$ cat config.mk
export PLATFORM = sky130hd
export DESIGN_NAME = counted_multiset_table_flat
export DESIGN_NICKNAME = d
export VERILOG_FILES = /design/src/rtl/core/cmt_pkg.sv /design/src/rtl/core/cmt_if.sv /design/src/rtl/core/counted_multiset_table.sv /design/src/rtl/core/cmt_store.sv /design/src/flat_wrapper.sv
export SDC_FILE = /design/constraint.sdc
export NUM_CORES = 1
export LEC_CHECK = 0
export BUFFER_PORTS_ARGS = -buffer_cell sky130_fd_sc_hd__clkbuf_2
export CAP_MARGIN = 15
export CORE_ASPECT_RATIO = 1.4
export CORE_UTILIZATION = 55
export CTS_CLUSTER_SIZE = 20
export DETAILED_ROUTE_END_ITERATION = 12
export PLACE_DENSITY = 0.78
export SKIP_CTS_REPAIR_TIMING = 1
export SLEW_MARGIN = 20
export SYNTH_ARGS = -nofsm -noshare
export SYNTH_HDL_FRONTEND = slang
export SYNTH_SLANG_ARGS = --single-unit
$ cat constraint.sdc
create_clock -name clk_i -period 10.8 [get_ports clk_i]
set_clock_uncertainty 0.05 [all_clocks]
set_input_delay 1.62 -clock clk_i [delete_from_list [all_inputs] [get_ports clk_i]]
set_output_delay 1.62 -clock clk_i [all_outputs]
set_load 0.01 [all_outputs]
$ cat src/rtl/core/cmt_pkg.sv
`default_nettype none

package cmt_pkg;

  localparam int unsigned ActionW   = 2;
  localparam int unsigned KeyInW    = 32;
  localparam int unsigned IndexW    = 4;
  localparam int unsigned StatusW   = 2;
  localparam int unsigned CountOutW = 16;
  localparam int unsigned FillW     = 5;

  typedef enum logic [ActionW-1:0] {
    ACT_ADD,
    ACT_DELETE,
    ACT_REPLACE,
    ACT_READ
  } action_e;

  typedef enum logic [StatusW-1:0] {
    ST_OK,
    ST_MISSING,
    ST_FULL,
    ST_RANGE
  } status_e;

  typedef enum logic [2:0] {
    S_IDLE,
    S_SEARCH,
    S_HIT,
    S_MISS,
    S_SHIFT,
    S_RDWAIT,
    S_RDOUT
  } state_e;

endpackage

`default_nettype wire

$ cat src/rtl/core/cmt_if.sv
`default_nettype none

interface cmt_in_if;
  logic                           valid;
  logic                           ready;
  logic [cmt_pkg::ActionW-1:0]    action;
  logic [cmt_pkg::KeyInW-1:0]     key;
  logic [cmt_pkg::KeyInW-1:0]     new_key;
  logic [cmt_pkg::IndexW-1:0]     index;

  modport source (output valid, action, key, new_key, index, input ready);
  modport sink   (input valid, action, key, new_key, index, output ready);
endinterface

interface cmt_out_if;
  logic                           valid;
  logic                           ready;
  logic [cmt_pkg::StatusW-1:0]    status;
  logic [cmt_pkg::KeyInW-1:0]     entry_key;
  logic [cmt_pkg::CountOutW-1:0]  entry_count;
  logic [cmt_pkg::FillW-1:0]      fill;

  modport source (output valid, status, entry_key, entry_count, fill, input ready);
  modport sink   (input valid, status, entry_key, entry_count, fill, output ready);
endinterface

`default_nettype wire

$ cat src/rtl/core/counted_multiset_table.sv
// A read returns the entry at its index; a read out of range is answered from the idle state
// with an out-of-range status. Add, delete and replace search the entries in order from the first
// and stop at the key or after the last entry (an empty table skips the search); a delete that
// removes an entry below the last moves the later entries down. The next item is taken only once
// the result has been taken, and the search and the shift walk the single read port in turn.
// Reset clears the fill level and control state; the memory contents are not cleared.
`default_nettype none

module counted_multiset_table #(
  parameter int unsigned DEPTH      = 16,
  parameter int unsigned KEY_BITS   = 32,
  parameter int unsigned COUNT_BITS = 16
) (
  input  wire logic  clk_i,
  input  wire logic  rst_ni,
  cmt_in_if.sink     in_i,
  cmt_out_if.source  out_o
);

  import cmt_pkg::*;

  localparam int unsigned AW = (DEPTH > 1) ? $clog2(DEPTH) : 1;
  localparam int unsigned UW = $clog2(DEPTH + 1);

  state_e                state_q, state_d;
  action_e               act_q, act_d;
  logic [KEY_BITS-1:0]   key_q, key_d;
  logic [KEY_BITS-1:0]   nkey_q, nkey_d;
  logic [IndexW-1:0]     idx_q, idx_d;
  logic [UW-1:0]         used_q, used_d;
  logic [AW-1:0]         ptr_q, ptr_d;
  logic                  issue_q, issue_d;
  logic                  chk_q, chk_d;
  logic [AW-1:0]         chk_ptr_q, chk_ptr_d;
  logic [AW-1:0]         pos_q, pos_d;
  logic [COUNT_BITS-1:0] cnt_q, cnt_d;

  logic                  out_valid_q;
  status_e               res_status_q, res_status;
  logic [KeyInW-1:0]     res_key_q, res_key;
  logic [CountOutW-1:0]  res_cnt_q, res_cnt;
  logic [FillW-1:0]      res_fill_q;
  logic [31:0]           fill_ext;
  logic                  fin;

  logic [AW-1:0]         rd_addr;
  logic [KEY_BITS-1:0]   rd_key;
  logic [COUNT_BITS-1:0] rd_cnt;
  logic                  we;
  logic [AW-1:0]         wr_addr;
  logic [KEY_BITS-1:0]   wr_key;
  logic [COUNT_BITS-1:0] wr_cnt;

  logic                  in_acc;
  logic                  idx_ok;
  logic [AW-1:0]         last;
  logic                  hit;
  logic                  miss_end;
  logic                  shift_done;

  cmt_store #(
    .DEPTH      (DEPTH),
    .KEY_BITS   (KEY_BITS),
    .COUNT_BITS (COUNT_BITS)
  ) u_store (
    .clk_i     (clk_i),
    .rd_addr_i (rd_addr),
    .rd_key_o  (rd_key),
    .rd_cnt_o  (rd_cnt),
    .we_i      (we),
    .wr_addr_i (wr_addr),
    .wr_key_i  (wr_key),
    .wr_cnt_i  (wr_cnt)
  );

  assign in_i.ready = (state_q == S_IDLE) && !out_valid_q;
  assign in_acc     = in_i.valid && in_i.ready;
  assign idx_ok     = 32'(in_i.index) < 32'(used_q);
  assign last       = AW'(used_q - UW'(1));
  assign hit        = chk_q && (rd_key == key_q);
  assign miss_end   = chk_q && !hit && (chk_ptr_q == last);
  assign shift_done = !issue_q && !chk_q;

  always_comb begin
    state_d = state_q;
    unique case (state_q)
      S_IDLE: begin
        if (in_acc) begin
          if (action_e'(in_i.action) == ACT_READ) begin
            state_d = idx_ok ? S_RDWAIT : S_IDLE;
          end else begin
            state_d = (used_q == '0) ? S_MISS : S_SEARCH;
          end
        end
      end
      S_SEARCH: begin
        priority if (hit) begin
          state_d = S_HIT;
        end else if (miss_end) begin
          state_d = S_MISS;
        end
      end
      S_HIT: begin
        if (act_q == ACT_DELETE && cnt_q <= COUNT_BITS'(1) && pos_q != last) begin
          state_d = S_SHIFT;
        end else begin
          state_d = S_IDLE;
        end
      end
      S_SHIFT: begin
        if (shift_done) begin
          state_d = S_IDLE;
        end
      end
      S_MISS:   state_d = S_IDLE;
      S_RDWAIT: state_d = S_RDOUT;
      S_RDOUT:  state_d = S_IDLE;
      default:  state_d = S_IDLE;
    endcase
  end

  always_comb begin
    act_d      = act_q;
    key_d      = key_q;
    nkey_d     = nkey_q;
    idx_d      = idx_q;
    used_d     = used_q;
    ptr_d      = ptr_q;
    issue_d    = issue_q;
    chk_d      = chk_q;
    chk_ptr_d  = chk_ptr_q;
    pos_d      = pos_q;
    cnt_d      = cnt_q;
    rd_addr    = ptr_q;
    we         = 1'b0;
    wr_addr    = pos_q;
    wr_key     = key_q;
    wr_cnt     = cnt_q;
    fin        = 1'b0;
    res_status = ST_OK;
    res_key    = '0;
    res_cnt    = '0;
    unique case (state_q)
      S_IDLE: begin
        if (in_acc) begin
          act_d   = action_e'(in_i.action);
          key_d   = KEY_BITS'(in_i.key);
          nkey_d  = KEY_BITS'(in_i.new_key);
          idx_d   = in_i.index;
          ptr_d   = '0;
          issue_d = 1'b1;
          chk_d   = 1'b0;
          if (action_e'(in_i.action) == ACT_READ && !idx_ok) begin
            fin        = 1'b1;
            res_status = ST_RANGE;
          end
        end
      end
      S_SEARCH: begin
        rd_addr   = ptr_q;
        chk_d     = issue_q;
        chk_ptr_d = ptr_q;
        if (issue_q) begin
          if (ptr_q == last) begin
            issue_d = 1'b0;
          end else begin
            ptr_d = ptr_q + AW'(1);
          end
        end
        pos_d = chk_ptr_q;
        cnt_d = rd_cnt;
      end
      S_HIT: begin
        wr_addr = pos_q;
        wr_key  = key_q;
        wr_cnt  = cnt_q;
        unique case (act_q)
          ACT_ADD: begin
            we  = 1'b1;
            fin = 1'b1;
            if (cnt_q != '1) begin
              wr_cnt = cnt_q + COUNT_BITS'(1);
            end
          end
          ACT_REPLACE: begin
            we     = 1'b1;
            fin    = 1'b1;
            wr_key = nkey_q;
          end
          ACT_DELETE: begin
            if (cnt_q > COUNT_BITS'(1)) begin
              we     = 1'b1;
              fin    = 1'b1;
              wr_cnt = cnt_q - COUNT_BITS'(1);
            end else if (pos_q == last) begin
              fin    = 1'b1;
              used_d = used_q - UW'(1);
            end else begin
              ptr_d   = pos_q + AW'(1);
              issue_d = 1'b1;
              chk_d   = 1'b0;
            end
          end
          default: begin
            fin = 1'b1;
          end
        endcase
      end
      S_SHIFT: begin
        rd_addr   = ptr_q;
        chk_d     = issue_q;
        chk_ptr_d = ptr_q;
        if (issue_q) begin
          ptr_d   = ptr_q + AW'(1);
          issue_d = (ptr_q != last);
        end
        if (chk_q) begin
          we      = 1'b1;
          wr_addr = chk_ptr_q - AW'(1);
          wr_key  = rd_key;
          wr_cnt  = rd_cnt;
        end
        if (shift_done) begin
          fin    = 1'b1;
          used_d = used_q - UW'(1);
        end
      end
      S_MISS: begin
        fin = 1'b1;
        if (act_q == ACT_ADD) begin
          if (used_q >= UW'(DEPTH)) begin
            res_status = ST_FULL;
          end else begin
            we      = 1'b1;
            wr_addr = AW'(used_q);
            wr_key  = key_q;
            wr_cnt  = COUNT_BITS'(1);
            used_d  = used_q + UW'(1);
          end
        end else begin
          res_status = ST_MISSING;
        end
      end
      S_RDWAIT: begin
        rd_addr = AW'(idx_q);
      end
      S_RDOUT: begin
        fin     = 1'b1;
        res_key = KeyInW'(rd_key);
        res_cnt = CountOutW'(rd_cnt);
      end
      default: begin
        fin = 1'b0;
      end
    endcase
  end

  assign fill_ext = 32'(used_d);

  always_ff @(posedge clk_i or negedge rst_ni) begin
    if (!rst_ni) begin
      state_q     <= S_IDLE;
      used_q      <= '0;
      issue_q     <= 1'b0;
      chk_q       <= 1'b0;
      out_valid_q <= 1'b0;
    end else begin
      state_q <= state_d;
      used_q  <= used_d;
      issue_q <= issue_d;
      chk_q   <= chk_d;
      if (fin) begin
        out_valid_q <= 1'b1;
      end else if (out_o.ready) begin
        out_valid_q <= 1'b0;
      end
    end
  end

  always_ff @(posedge clk_i) begin
    act_q     <= act_d;
    key_q     <= key_d;
    nkey_q    <= nkey_d;
    idx_q     <= idx_d;
    ptr_q     <= ptr_d;
    chk_ptr_q <= chk_ptr_d;
    pos_q     <= pos_d;
    cnt_q     <= cnt_d;
    if (fin) begin
      res_status_q <= res_status;
      res_key_q    <= res_key;
      res_cnt_q    <= res_cnt;
      res_fill_q   <= fill_ext[FillW-1:0];
    end
  end

  assign out_o.valid       = out_valid_q;
  assign out_o.status      = res_status_q;
  assign out_o.entry_key   = res_key_q;
  assign out_o.entry_count = res_cnt_q;
  assign out_o.fill        = res_fill_q;

  a_used_bounded : assert property (@(posedge clk_i) disable iff (!rst_ni)
    used_q <= UW'(DEPTH))
    else $error("The fill level has passed the table depth.");

  a_used_on_finish : assert property (@(posedge clk_i) disable iff (!rst_ni)
    !$stable(used_q) |-> $past(fin))
    else $error("The fill level changed without an item finishing.");

  a_busy_after_accept : assert property (@(posedge clk_i) disable iff (!rst_ni)
    in_acc |=> !in_i.ready)
    else $error("A new item was offered ready while one was still in hand.");

  a_range_zero : assert property (@(posedge clk_i) disable iff (!rst_ni)
    (out_valid_q && res_status_q != ST_OK) |-> (res_key_q == '0 && res_cnt_q == '0))
    else $error("A failed item carries a non-zero entry.");

  a_write_below_fill : assert property (@(posedge clk_i) disable iff (!rst_ni)
    we |-> (32'(wr_addr) <= 32'(used_q)))
    else $error("A memory write landed above the fill level.");

endmodule

`default_nettype wire

$ cat src/rtl/core/cmt_store.sv
`default_nettype none

module cmt_store #(
  parameter int unsigned DEPTH      = 16,
  parameter int unsigned KEY_BITS   = 32,
  parameter int unsigned COUNT_BITS = 16,
  localparam int unsigned AW        = (DEPTH > 1) ? $clog2(DEPTH) : 1
) (
  input  wire logic                  clk_i,
  input  wire logic [AW-1:0]         rd_addr_i,
  output logic      [KEY_BITS-1:0]   rd_key_o,
  output logic      [COUNT_BITS-1:0] rd_cnt_o,
  input  wire logic                  we_i,
  input  wire logic [AW-1:0]         wr_addr_i,
  input  wire logic [KEY_BITS-1:0]   wr_key_i,
  input  wire logic [COUNT_BITS-1:0] wr_cnt_i
);

  logic [KEY_BITS-1:0]   key_mem [DEPTH];
  logic [COUNT_BITS-1:0] cnt_mem [DEPTH];
  logic [KEY_BITS-1:0]   rd_key_q;
  logic [COUNT_BITS-1:0] rd_cnt_q;

  always_ff @(posedge clk_i) begin
    if (we_i) begin
      key_mem[wr_addr_i] <= wr_key_i;
      cnt_mem[wr_addr_i] <= wr_cnt_i;
    end
  end

  always_ff @(posedge clk_i) begin
    rd_key_q <= key_mem[rd_addr_i];
    rd_cnt_q <= cnt_mem[rd_addr_i];
  end

  assign rd_key_o = rd_key_q;
  assign rd_cnt_o = rd_cnt_q;

endmodule

`default_nettype wire

$ cat src/flat_wrapper.sv
// flat-port wrapper written by rule: the top's interface ports become plain ports
module counted_multiset_table_flat import cmt_pkg::*;
#(
  parameter int unsigned DEPTH      = 16,
  parameter int unsigned KEY_BITS   = 32,
  parameter int unsigned COUNT_BITS = 16
)
  (clk_i, rst_ni, in_i_valid, in_i_action, in_i_key, in_i_new_key, in_i_index, in_i_ready, out_o_valid, out_o_status, out_o_entry_key, out_o_entry_count, out_o_fill, out_o_ready);
  cmt_in_if in_i_i ();
  cmt_out_if out_o_i ();
  input  wire logic clk_i;
  input  wire logic rst_ni;
  input wire logic [$bits(in_i_i.valid)-1:0] in_i_valid;
  input wire logic [$bits(in_i_i.action)-1:0] in_i_action;
  input wire logic [$bits(in_i_i.key)-1:0] in_i_key;
  input wire logic [$bits(in_i_i.new_key)-1:0] in_i_new_key;
  input wire logic [$bits(in_i_i.index)-1:0] in_i_index;
  output wire logic [$bits(in_i_i.ready)-1:0] in_i_ready;
  output wire logic [$bits(out_o_i.valid)-1:0] out_o_valid;
  output wire logic [$bits(out_o_i.status)-1:0] out_o_status;
  output wire logic [$bits(out_o_i.entry_key)-1:0] out_o_entry_key;
  output wire logic [$bits(out_o_i.entry_count)-1:0] out_o_entry_count;
  output wire logic [$bits(out_o_i.fill)-1:0] out_o_fill;
  input wire logic [$bits(out_o_i.ready)-1:0] out_o_ready;
  assign in_i_i.valid = in_i_valid;
  assign in_i_i.action = in_i_action;
  assign in_i_i.key = in_i_key;
  assign in_i_i.new_key = in_i_new_key;
  assign in_i_i.index = in_i_index;
  assign in_i_ready = in_i_i.ready;
  assign out_o_valid = out_o_i.valid;
  assign out_o_status = out_o_i.status;
  assign out_o_entry_key = out_o_i.entry_key;
  assign out_o_entry_count = out_o_i.entry_count;
  assign out_o_fill = out_o_i.fill;
  assign out_o_i.ready = out_o_ready;
  counted_multiset_table #(.DEPTH(DEPTH), .KEY_BITS(KEY_BITS), .COUNT_BITS(COUNT_BITS)) u_core (.clk_i(clk_i), .rst_ni(rst_ni), .in_i(in_i_i), .out_o(out_o_i));
endmodule
==> impl_metrics.json, run 1 <==
{
  "root_buffer": "clkbuf_16",
  "critical_path_class": "reg2reg",
  "crit_path_end_kind": "flip-flop",
  "grt_pass1_vias": 21400,
  "gr-total-overflow": 0,
  "drt_iter0_drc": 2804,
  "cts_tree": "done",
  "period_needed_ns": 4.87,
  "postSynthNetCount": 2081,
  "clockBufferDepth": 3,
  "dp_hpwl_mm": 50.1,
  "status": "finished, final reports clean",
  "min_path_cells": 0,
  "drv_cap": 0,
  "layout_commonest_cell": "edfxtp_1",
  "synth_edf_count": 921,
  "place_congestion": 0.936,
  "ys_async_sr_fraction_pct": 1.12,
  "rsz0062_at_grt": "no",
  "routed_wl_mm": 95.1,
  "powerDensity_mw_per_mm2": 281,
  "worstSkewPairLatency_ns": 0.65,
  "drive_above_1_share_pct": 24.8,
  "pre_cts_ws_ns": 5.69,
  "timing.fmax_mhz": 205,
  "dieArea_mm2": 0.0708,
  "vias": 20900,
  "fp.dieH_um": 314,
  "cp.arrival_ns": 5.09,
  "maxSlewHeadroom_pct": 24.3,
  "die_width_um": 225,
  "synthCells": 1997,
  "wl_per_cell_um": 30.1,
  "syn_avg_cell_area_um2": 19.2,
  "h-tree-depth": 3,
  "grt_max_degree": 119,
  "io_buffers": 130,
  "areaGrowthSynthToFinish_pct": 12.6,
  "hold_viol": 0,
  "critPathSlowestCell": "nor2_4",
  "ir_worst_vdd_mv": 0.271,
  "grt_pass1_wl_mm": 139,
  "avgViaCountPerCell": 6.61,
  "placed_cell_area_mm2": 0.0403,
  "path_cells": "nor4bb_4 > buf_4 > a31oi_1 > buf_4 > a221o_1 > a211o_1 > nor2_4 > buf_4",
  "synth-seq-cells": 980,
  "clk_pin_slew_worst_paths_ns": 0.07,
  "num-nets-final": 2240,
  "core_area_mm2": 0.0690,
  "num_rows": 114,
  "ys_seq_area_share_pct": 75.3,
  "crit_cells": 8,
  "ios": 131,
  "drt-pass1-iter-count": 6,
  "cp_max_fo": 48,
  "final_cell_mix": "edfxtp_1, mux4_2, clkbuf_2",
  "crit_family": "buffers and inverters",
  "synth_ff_type": "edfxtp_1",
  "setup_viol": 0,
  "initial_core_util_pct": 55.6,
  "antenna_found_initial": 0,
  "cts_num_sinks": 980,
  "syn_area_mm2": 0.0384,
  "critPathRequiredTime_ns": 11.02,
  "finalMaxSlewViolations": 0,
  "worst-r2r-cell-count": 8,
  "path_buf_inv": 3,
  "grt_usage_pct": 27.3,
  "drc": 0,
  "hp-class": "reg2reg",
  "cts_inserted_buffers": 87,
  "postLayoutCellArea_mm2": 0.0432,
  "worst_pin_slew_ns": 1.14,
  "ys_types": 75,
  "critPathLaunchType": "flip-flop",
  "layout_setup_ws_ns": 5.93,
  "n_antenna_cell": 0,
  "leakagePower_nw": 14.2,
  "fin_crit_sh_pct": 45.1,
  "cp_slowest_stage_delay_ns": 0.78,
  "ys_warn_count": 0,
  "fin_tns_setup_ns": 0,
  "crit_path_frequent_cell": "buf_4",
  "antenna_left": 0
}
## state kept, by name (all words and copies together), names as in the netlist, 5 cells and up
name and cells:
u_core.cnt_q 16, u_core.key_q 32, u_core.nkey_q 32, u_core.out_o.entry_count 16, u_core.out_o.entry_key 32, u_core.out_o.fill 5, u_core.u_store.cnt_mem 256, u_core.u_store.key_mem 512
u_core.u_store.rd_cnt_o 16, u_core.u_store.rd_key_o 32, u_core.used_q 5
## kinds of logic (layout without fill, tap and decap cells)
kind of cell | after synthesis | after routing | share of synthesized area, %
AND/OR/NAND/NOR | 306 | 306 | 4.17
flip-flops | 980 | 980 | 75.3
XOR/XNOR | 56 | 56 | 1.28
multiplexers | 207 | 207 | 11.7
adder cells (fa/ha/maj) | 10 | 10 | 0.326
buffers and inverters | 169 | 402 | 1.88
AO/OA/AOI/OAI | 269 | 269 | 5.35
## per-stage QoR
step	cells	total power, mW	hold slack, ns	util (%)
after floorplan	1997	7.84	0.372	-
after global routing	3158	12.6	0.466	62.6
after CTS	3157	12.1	0.458	62.5
after detailed placement	2994	9.01	0.442	58.4
after global placement	2993	8.87	0.447	58.4
final	3158	12.1	0.453	62.6
## power breakdown
group / internal, mW / total, mW / switching, mW
clock network: 1.75 / 3.12 / 1.37
logic: 1.31 / 3.46 / 2.15
registers: 5.13 / 5.55 / 0.424
## path summary, 6_finish.rpt
kind / startpoint / end / slack (ns)
max in group asynchronous: rst_ni / u_core.used_q[3]$_DFF_PN0_ / 9.66
min: u_core.u_store.rd_cnt_o[3]$_DFF_P_ / u_core.cnt_q[3]$_DFFE_PN_ / 0.45
max reg2reg: u_core.chk_q$_DFFE_PN0P_ / u_core.u_store.key_mem[12][20]$_DFFE_PP_ / 5.93
max: u_core.chk_q$_DFFE_PN0P_ / u_core.u_store.key_mem[12][20]$_DFFE_PP_ / 5.93
min reg2reg: u_core.u_store.rd_cnt_o[3]$_DFF_P_ / u_core.cnt_q[3]$_DFFE_PN_ / 0.45
min in group asynchronous: rst_ni / u_core.state_q[1]$_DFFE_PN0P_ / 0.80
## cells in the mapped netlist, drive strengths merged, types with 5 or more instances
cell / count / share of area [%]
nor4: 31 / 0.54
dfrtp: 11 / 0.72
a21o: 6 / 0.12
a22oi: 111 / 2.2
o21ai: 28 / 0.37
mux2: 5 / 0.15
nand2b: 9 / 0.15
o211ai: 7 / 0.14
a31oi: 9 / 0.15
buf: 50 / 0.71
o31ai: 8 / 0.19
nand2: 81 / 0.79
nand4: 12 / 0.20
or4: 6 / 0.13
o22ai: 6 / 0.098
inv: 53 / 0.52
and3: 5 / 0.082
nor2: 42 / 0.41
a221o: 8 / 0.21
edfxtp: 921 / 72
xnor2: 35 / 0.80
nand3: 26 / 0.35
clkbuf: 65 / 0.64
xor2: 21 / 0.48
nor3: 21 / 0.27
a222oi: 32 / 0.83
mux2i: 10 / 0.26
and2: 54 / 0.88
mux4: 192 / 11
ha: 10 / 0.33
dfxtp: 48 / 2.5
a21oi: 18 / 0.24
## metal layers
layer  global-route usage [%]  share of wire [%]
met1                     35.9                 36
met2                     46.0                 51
met3                     4.13                9.5
met4                     11.4                3.5
met5                        0                  0
## cell type report
type / instances / area [um2]
Multi-Input combinational cell: 848 / 8970
Timing Repair Buffer: 185 / 1100
Clock buffer: 108 / 2390
Inverter: 54 / 203
Fill cell: 4658 / 25800
Tap cell: 928 / 1160
Clock inverter: 55 / 470
Sequential cell: 980 / 28900
(Power assumes the default switching activity.)
==> inputs of run 2 (changes only) <==
Clock period 10.8 ns to 3.95 ns, I/O delays scaled along.
==> run 2 against run 1 <==
Effect of this change: final cell count is 0.47% higher; setup slack worse by 5.4 ns; count of clock-buffer cells in the layout is 8 higher; wire length increased by 0.53%; core utilization rose by 0.73 points; global-route usage is 0.32 points higher; clock power rose to 2.6 times the previous value; critical path depth shrank 1; combinational power rose to 2.9 times the previous value; cell area rose by 1.2%.
==> impl_metrics.json, run 2 (synthesis results as in run 1) <==
{
  "status": "finished, final reports clean",
  "drive_above_1_share_pct": 25.5,
  "dp_hpwl_mm": 53.4,
  "fin_tns_setup_ns": 0,
  "vias": 20800,
  "place_inst": 3014,
  "reg2reg_slack_ns": 0.49,
  "hp-class": "in2reg",
  "regArea_mm2": 0.0289,
  "timing.fmax_mhz": 289,
  "dieArea_mm2": 0.0708,
  "wl_met3_mm": 8.17,
  "initial_core_util_pct": 55.6,
  "top_regs": "u_core.u_store.key_mem (512), u_core.u_store.cnt_mem (256)",
  "final_cell_mix": "edfxtp_1, mux4_2, clkbuf_2",
  "grt_usage_pct": 27.7,
  "antenna_left": 0,
  "layout_commonest_cell": "edfxtp_1",
  "die_width_um": 225,
  "min_path_cells": 1,
  "fill_cells": 4580,
  "cts_tree": "done",
  "hp-start": "in_i_key[30]",
  "critPathCapture": "u_core.u_store.key_mem[14][26]$_DFFE_PP_",
  "cts_num_sinks": 980,
  "largest_register": "u_core.u_store.key_mem",
  "drc": 0,
  "multiInputGateArea_mm2": 0.00910,
  "drt-pass1-iter-count": 7,
  "power.total_mw": 33.5,
  "gr-total-overflow": 0,
  "wl_met1_mm": 33.9,
  "wl_per_cell_um": 30.1,
  "core_area_mm2": 0.0690,
  "maxSlewHeadroom_pct": 28.0,
  "fin_crit_sh_pct": 87.6,
  "num-nets-final": 2259,
  "rsz0062_at_grt": "no",
  "highest_layer": "met4",
  "leakagePower_nw": 14.4,
  "r2r-end": "u_core.u_store.key_mem[14][26]$_DFFE_PP_",
  "cp.arrival_ns": 3.72,
  "fp.dieH_um": 314,
  "root_buffer": "clkbuf_16",
  "clk_pin_slew_worst_paths_ns": 0.07,
  "avgViaCountPerCell": 6.55,
  "worst_pin_slew_ns": 1.07,
  "crit_path_end_kind": "flip-flop",
  "pre_cts_ws_ns": 0.579,
  "met2_length_mm": 49.2,
  "largest_reg_flops": 512,
  "cts_inserted_buffers": 86,
  "routed_wl_mm": 95.6,
  "io_buffers": 130,
  "hold_viol": 0,
  "grt_pass1_vias": 21300,
  "critPathLaunchType": "flip-flop",
  "finalCoreUtilization_pct": 63.3,
  "layout_setup_ws_ns": 0.489,
  "antenna_found_initial": 0,
  "clockBufferDepth": 3,
  "worstSkewPairLatency_ns": 0.66,
  "powerDensity_mw_per_mm2": 766,
  "critical_path_class": "reg2reg",
  "cp_max_fo": 48,
  "grt_max_degree": 73,
  "crit_path_start": "u_core.state_q[2]$_DFFE_PN0P_",
  "ios": 131,
  "worst-r2r-cell-count": 7,
  "num_rows": 114,
  "ir_worst_vdd_mv": 0.545,
  "n_antenna_cell": 0,
  "setup_viol": 0,
  "areaGrowthSynthToFinish_pct": 13.9,
  "r2r_start": "u_core.state_q[2]$_DFFE_PN0P_",
  "grt_pass1_wl_mm": 140,
  "layoutNonFillerInstCount": 3173,
  "h-tree-depth": 3,
  "drt_iter0_drc": 2623,
  "critPathRequiredTime_ns": 4.21,
  "finalMaxSlewViolations": 0,
  "place_congestion": 0.955,
  "drv_cap": 0,
  "period_needed_ns": 3.46
}
[run 2: changes by cell type in the layout (fill, tap and decap cells not counted), moves of 3 or more]
cell and delta:
nor4_2 -12, clkbuf_8 +3, clkbuf_16 -3, nor4_4 +12, buf_12 +31, buf_4 -9
bufinv_16 -4, clkinv_1 -10, clkbuf_1 +8
[run 2: how the worst min path moves through the flow]
stage | endpoint | slack, ns
after floorplan | u_core.chk_q$_DFFE_PN0P_ | 0.25
after global placement | u_core.cnt_q[5]$_DFFE_PN_ | 0.44
after detailed placement | u_core.cnt_q[5]$_DFFE_PN_ | 0.44
after CTS | u_core.used_q[4]$_DFF_PN0_ | -0.24
after global routing | u_core.nkey_q[28]$_DFFE_PP_ | 0.04
final | u_core.key_q[30]$_DFFE_PP_ | 0.06
[run 2: worst max-delay path: stages (launching register included)]
cell and delay (ns):
dfrtp_1 0.76, nor2_1 0.19, a31oi_1 0.59, a22oi_1 0.12
o21ai_0 0.22, nand2_1 0.35, nor4_4 0.41, buf_12 0.36
[run 2: cell type report]
cell class              instances  share of cell area (%)
clock inverters                42                   0.770
multi-input cells             848                    20.8
repair buffers                205                    3.70
flip-flops and latches        980                    66.1
clock buffers                 116                    5.47
well taps                     928                    2.66
inverters                      54                   0.464
[run 2: routing by layer]
metal / GRT usage, % / vias up
met4: 13.7 / 0
li1: - / 8574
met3: 4.28 / 248
met1: 34.6 / 10600
met2: 47.3 / 1364
met5: 0 / -
[run 2: report_power, final]
part           total [mW]  switching (mW)  internal [mW]
sequential           15.1            1.07           14.0
clock                8.19            3.71           4.48
combinational        10.2            6.31           3.90
total                33.5            11.1           22.4
[run 2: per-stage QoR]
| step | area (um2) | hold slack (ns) |
|---|---|---|
| CTS | 43700 | -0.243 |
| global route | 43700 | 0.0437 |
| global placement | 41000 | 0.438 |
| floorplan | 38500 | 0.247 |
| detailed placement | 41000 | 0.440 |
| finish | 43700 | 0.0582 |
==> inputs of run 3 (changes only) <==
Settings changed: CORE_ASPECT_RATIO 1.4 to not set, PLACE_DENSITY 0.78 to not set, PLACE_DENSITY_LB_ADDON set to 0.05.
==> run 3 against run 2 <==
Effect of this change: cell area is 1.6% higher; first-iteration DRC count is 19% lower; non-clock buffer count is 28 higher; maximum frequency is 3.8% higher; total power is 4.6% higher; sequential power hardly changed.
==> impl_metrics.json, run 3 (synthesis results as in run 1) <==
{
  "top_regs": "u_core.u_store.key_mem (512), u_core.u_store.cnt_mem (256)",
  "core_area_mm2": 0.0688,
  "clockBufferDepth": 3,
  "r2r_start": "u_core.act_q[0]$_DFFE_PP_",
  "vias": 20200,
  "ir_worst_vdd_mv": 0.463,
  "dieArea_mm2": 0.0708,
  "dp_hpwl_mm": 55.0,
  "io_buffers": 130,
  "p_int_mw": 23.7,
  "fin_crit_sh_pct": 84.4,
  "power_frac_seq_pct": 42.4,
  "drive_above_1_share_pct": 26.9,
  "leakagePower_nw": 14.8,
  "setup_viol": 0,
  "period_needed_ns": 3.33,
  "min_path_cells": 1,
  "num-nets-final": 2300,
  "hold_viol": 0,
  "layoutNonFillerInstCount": 3231,
  "grt_pass1_wl_mm": 137,
  "min_to": "u_core.key_q[26]$_DFFE_PP_",
  "hold_ws_ns": 0.0660,
  "drt_iter0_drc": 2117,
  "cp_max_fo": 25,
  "fin_tns_setup_ns": 0,
  "power.total_mw": 35.0,
  "rsz0062_at_grt": "no",
  "crit_path_end_kind": "flip-flop",
  "worst_pin_slew_ns": 0.983,
  "ios": 131,
  "wl_per_cell_um": 28.7,
  "fp.dieH_um": 266,
  "grt_pass1_vias": 20700,
  "grt_usage_pct": 26.9,
  "reg2reg_slack_ns": 0.62,
  "cts_inserted_buffers": 99,
  "swShare_pct": 32.4,
  "cp.arrival_ns": 3.57,
  "timing.fmax_mhz": 300,
  "worst-r2r-cell-count": 7,
  "path_cells": "buf_4 > inv_1 > nand3_1 > a21o_1 > buf_4 > a222oi_1 > inv_1",
  "gr-total-overflow": 0,
  "switchingPower_mw": 11.4,
  "final_cell_mix": "edfxtp_1, mux4_2, clkbuf_2",
  "hp-start": "in_i_key[26]",
  "combPwrFrac_pct": 30.5,
  "critPathRequiredTime_ns": 4.19,
  "largest_reg_flops": 512,
  "layout_commonest_cell": "edfxtp_1",
  "num_rows": 96,
  "place_congestion": 0.910,
  "drv_cap": 0,
  "initial_core_util_pct": 55.7,
  "grt_max_degree": 72,
  "p_clk_share_pct": 27.1,
  "critPathSlowestCell": "a21o_1",
  "place_inst": 3045,
  "antenna_left": 0,
  "powerDensity_mw_per_mm2": 789,
  "clk_pin_slew_worst_paths_ns": 0.06,
  "areaGrowthSynthToFinish_pct": 15.7,
  "cts_num_sinks": 980,
  "maxSlewHeadroom_pct": 34.2,
  "crit_path_start": "u_core.act_q[0]$_DFFE_PP_",
  "routed_wl_mm": 92.7,
  "hp-class": "in2reg",
  "cp_slowest_stage_delay_ns": 0.54,
  "antenna_found_initial": 1,
  "drc": 0,
  "h-tree-depth": 3,
  "avgViaCountPerCell": 6.27,
  "critical_path_class": "reg2reg",
  "largest_register": "u_core.u_store.key_mem",
  "r2r-end": "u_core.u_store.key_mem[0][9]$_DFFE_PP_",
  "critPathLaunchType": "flip-flop",
  "cts_tree": "done",
  "drt-pass1-iter-count": 6,
  "root_buffer": "clkbuf_16",
  "die_width_um": 266,
  "finalMaxSlewViolations": 0,
  "worstSkewPairLatency_ns": 0.65,
  "status": "finished, final reports clean"
}
-- run 3: area by class of cell --
class / instances / area (um2)
Antenna cell: 1 / 2.50
Inverter: 54 / 203
Tap cell: 931 / 1160
Multi-Input combinational cell: 848 / 9100
Timing Repair Buffer: 233 / 1710
Clock inverter: 59 / 676
Clock buffer: 125 / 2650
Fill cell: 4697 / 24400
Sequential cell: 980 / 28900
-- run 3: routing by layer --
layer | vias up | track usage (%) | wire length, um
li1 | 8678 | - | -
met2 | 752 | 43.3 | 45300
met4 | 0 | 5.92 | 1640
met5 | - | 0 | 0
met3 | 115 | 3.85 | 5600
met1 | 10700 | 39.5 | 40100
-- run 3: worst max path at each step --
stage / depth (start not counted) / slack, ns / endpoint
final: 7 / 0.62 / u_core.u_store.key_mem[0][9]$_DFFE_PP_
after global routing: 9 / 0.44 / u_core.u_store.cnt_mem[15][3]$_DFFE_PP_
after CTS: 9 / 0.59 / u_core.u_store.cnt_mem[15][3]$_DFFE_PP_
after detailed placement: 9 / 0.58 / u_core.u_store.key_mem[14][27]$_DFFE_PP_
after global placement: 9 / 0.57 / u_core.u_store.key_mem[14][25]$_DFFE_PP_
after floorplan: 8 / -1.07 / u_core.u_store.cnt_mem[14][0]$_DFFE_PP_
-- run 3: worst max-delay path: cells and delay by family (launching register included) --
kind / cells / cell delay, ns
flip-flops: 1 / 0.40
AO/OA/AOI/OAI: 2 / 1.07
buffers and inverters: 4 / 1.30
AND/OR/NAND/NOR: 1 / 0.16
-- run 3: metrics by stage --
stage               setup WS, ns  util (%)  area, um2
floorplan                  -1.07         -      38500
global placement           0.570      59.6      41100
detailed placement         0.584      59.6      41100
CTS                        0.587      64.5      44400
global route               0.441      64.5      44400
finish                     0.617      64.5      44400
-- run 3: power by group through the flow --
| stage | Sequential [mW] | Combinational [mW] | Clock (mW) |
|---|---|---|---|
| 2_1_floorplan | 14.8 | 6.66 | 0 |
| 3_3_place_gp | 15.0 | 10.5 | 0 |
| 3_5_place_dp | 15.0 | 10.7 | 0 |
| 4_1_cts | 14.9 | 10.7 | 9.65 |
| 5_1_grt | 15.0 | 11.5 | 10.0 |
| 6_report | 14.9 | 10.7 | 9.49 |
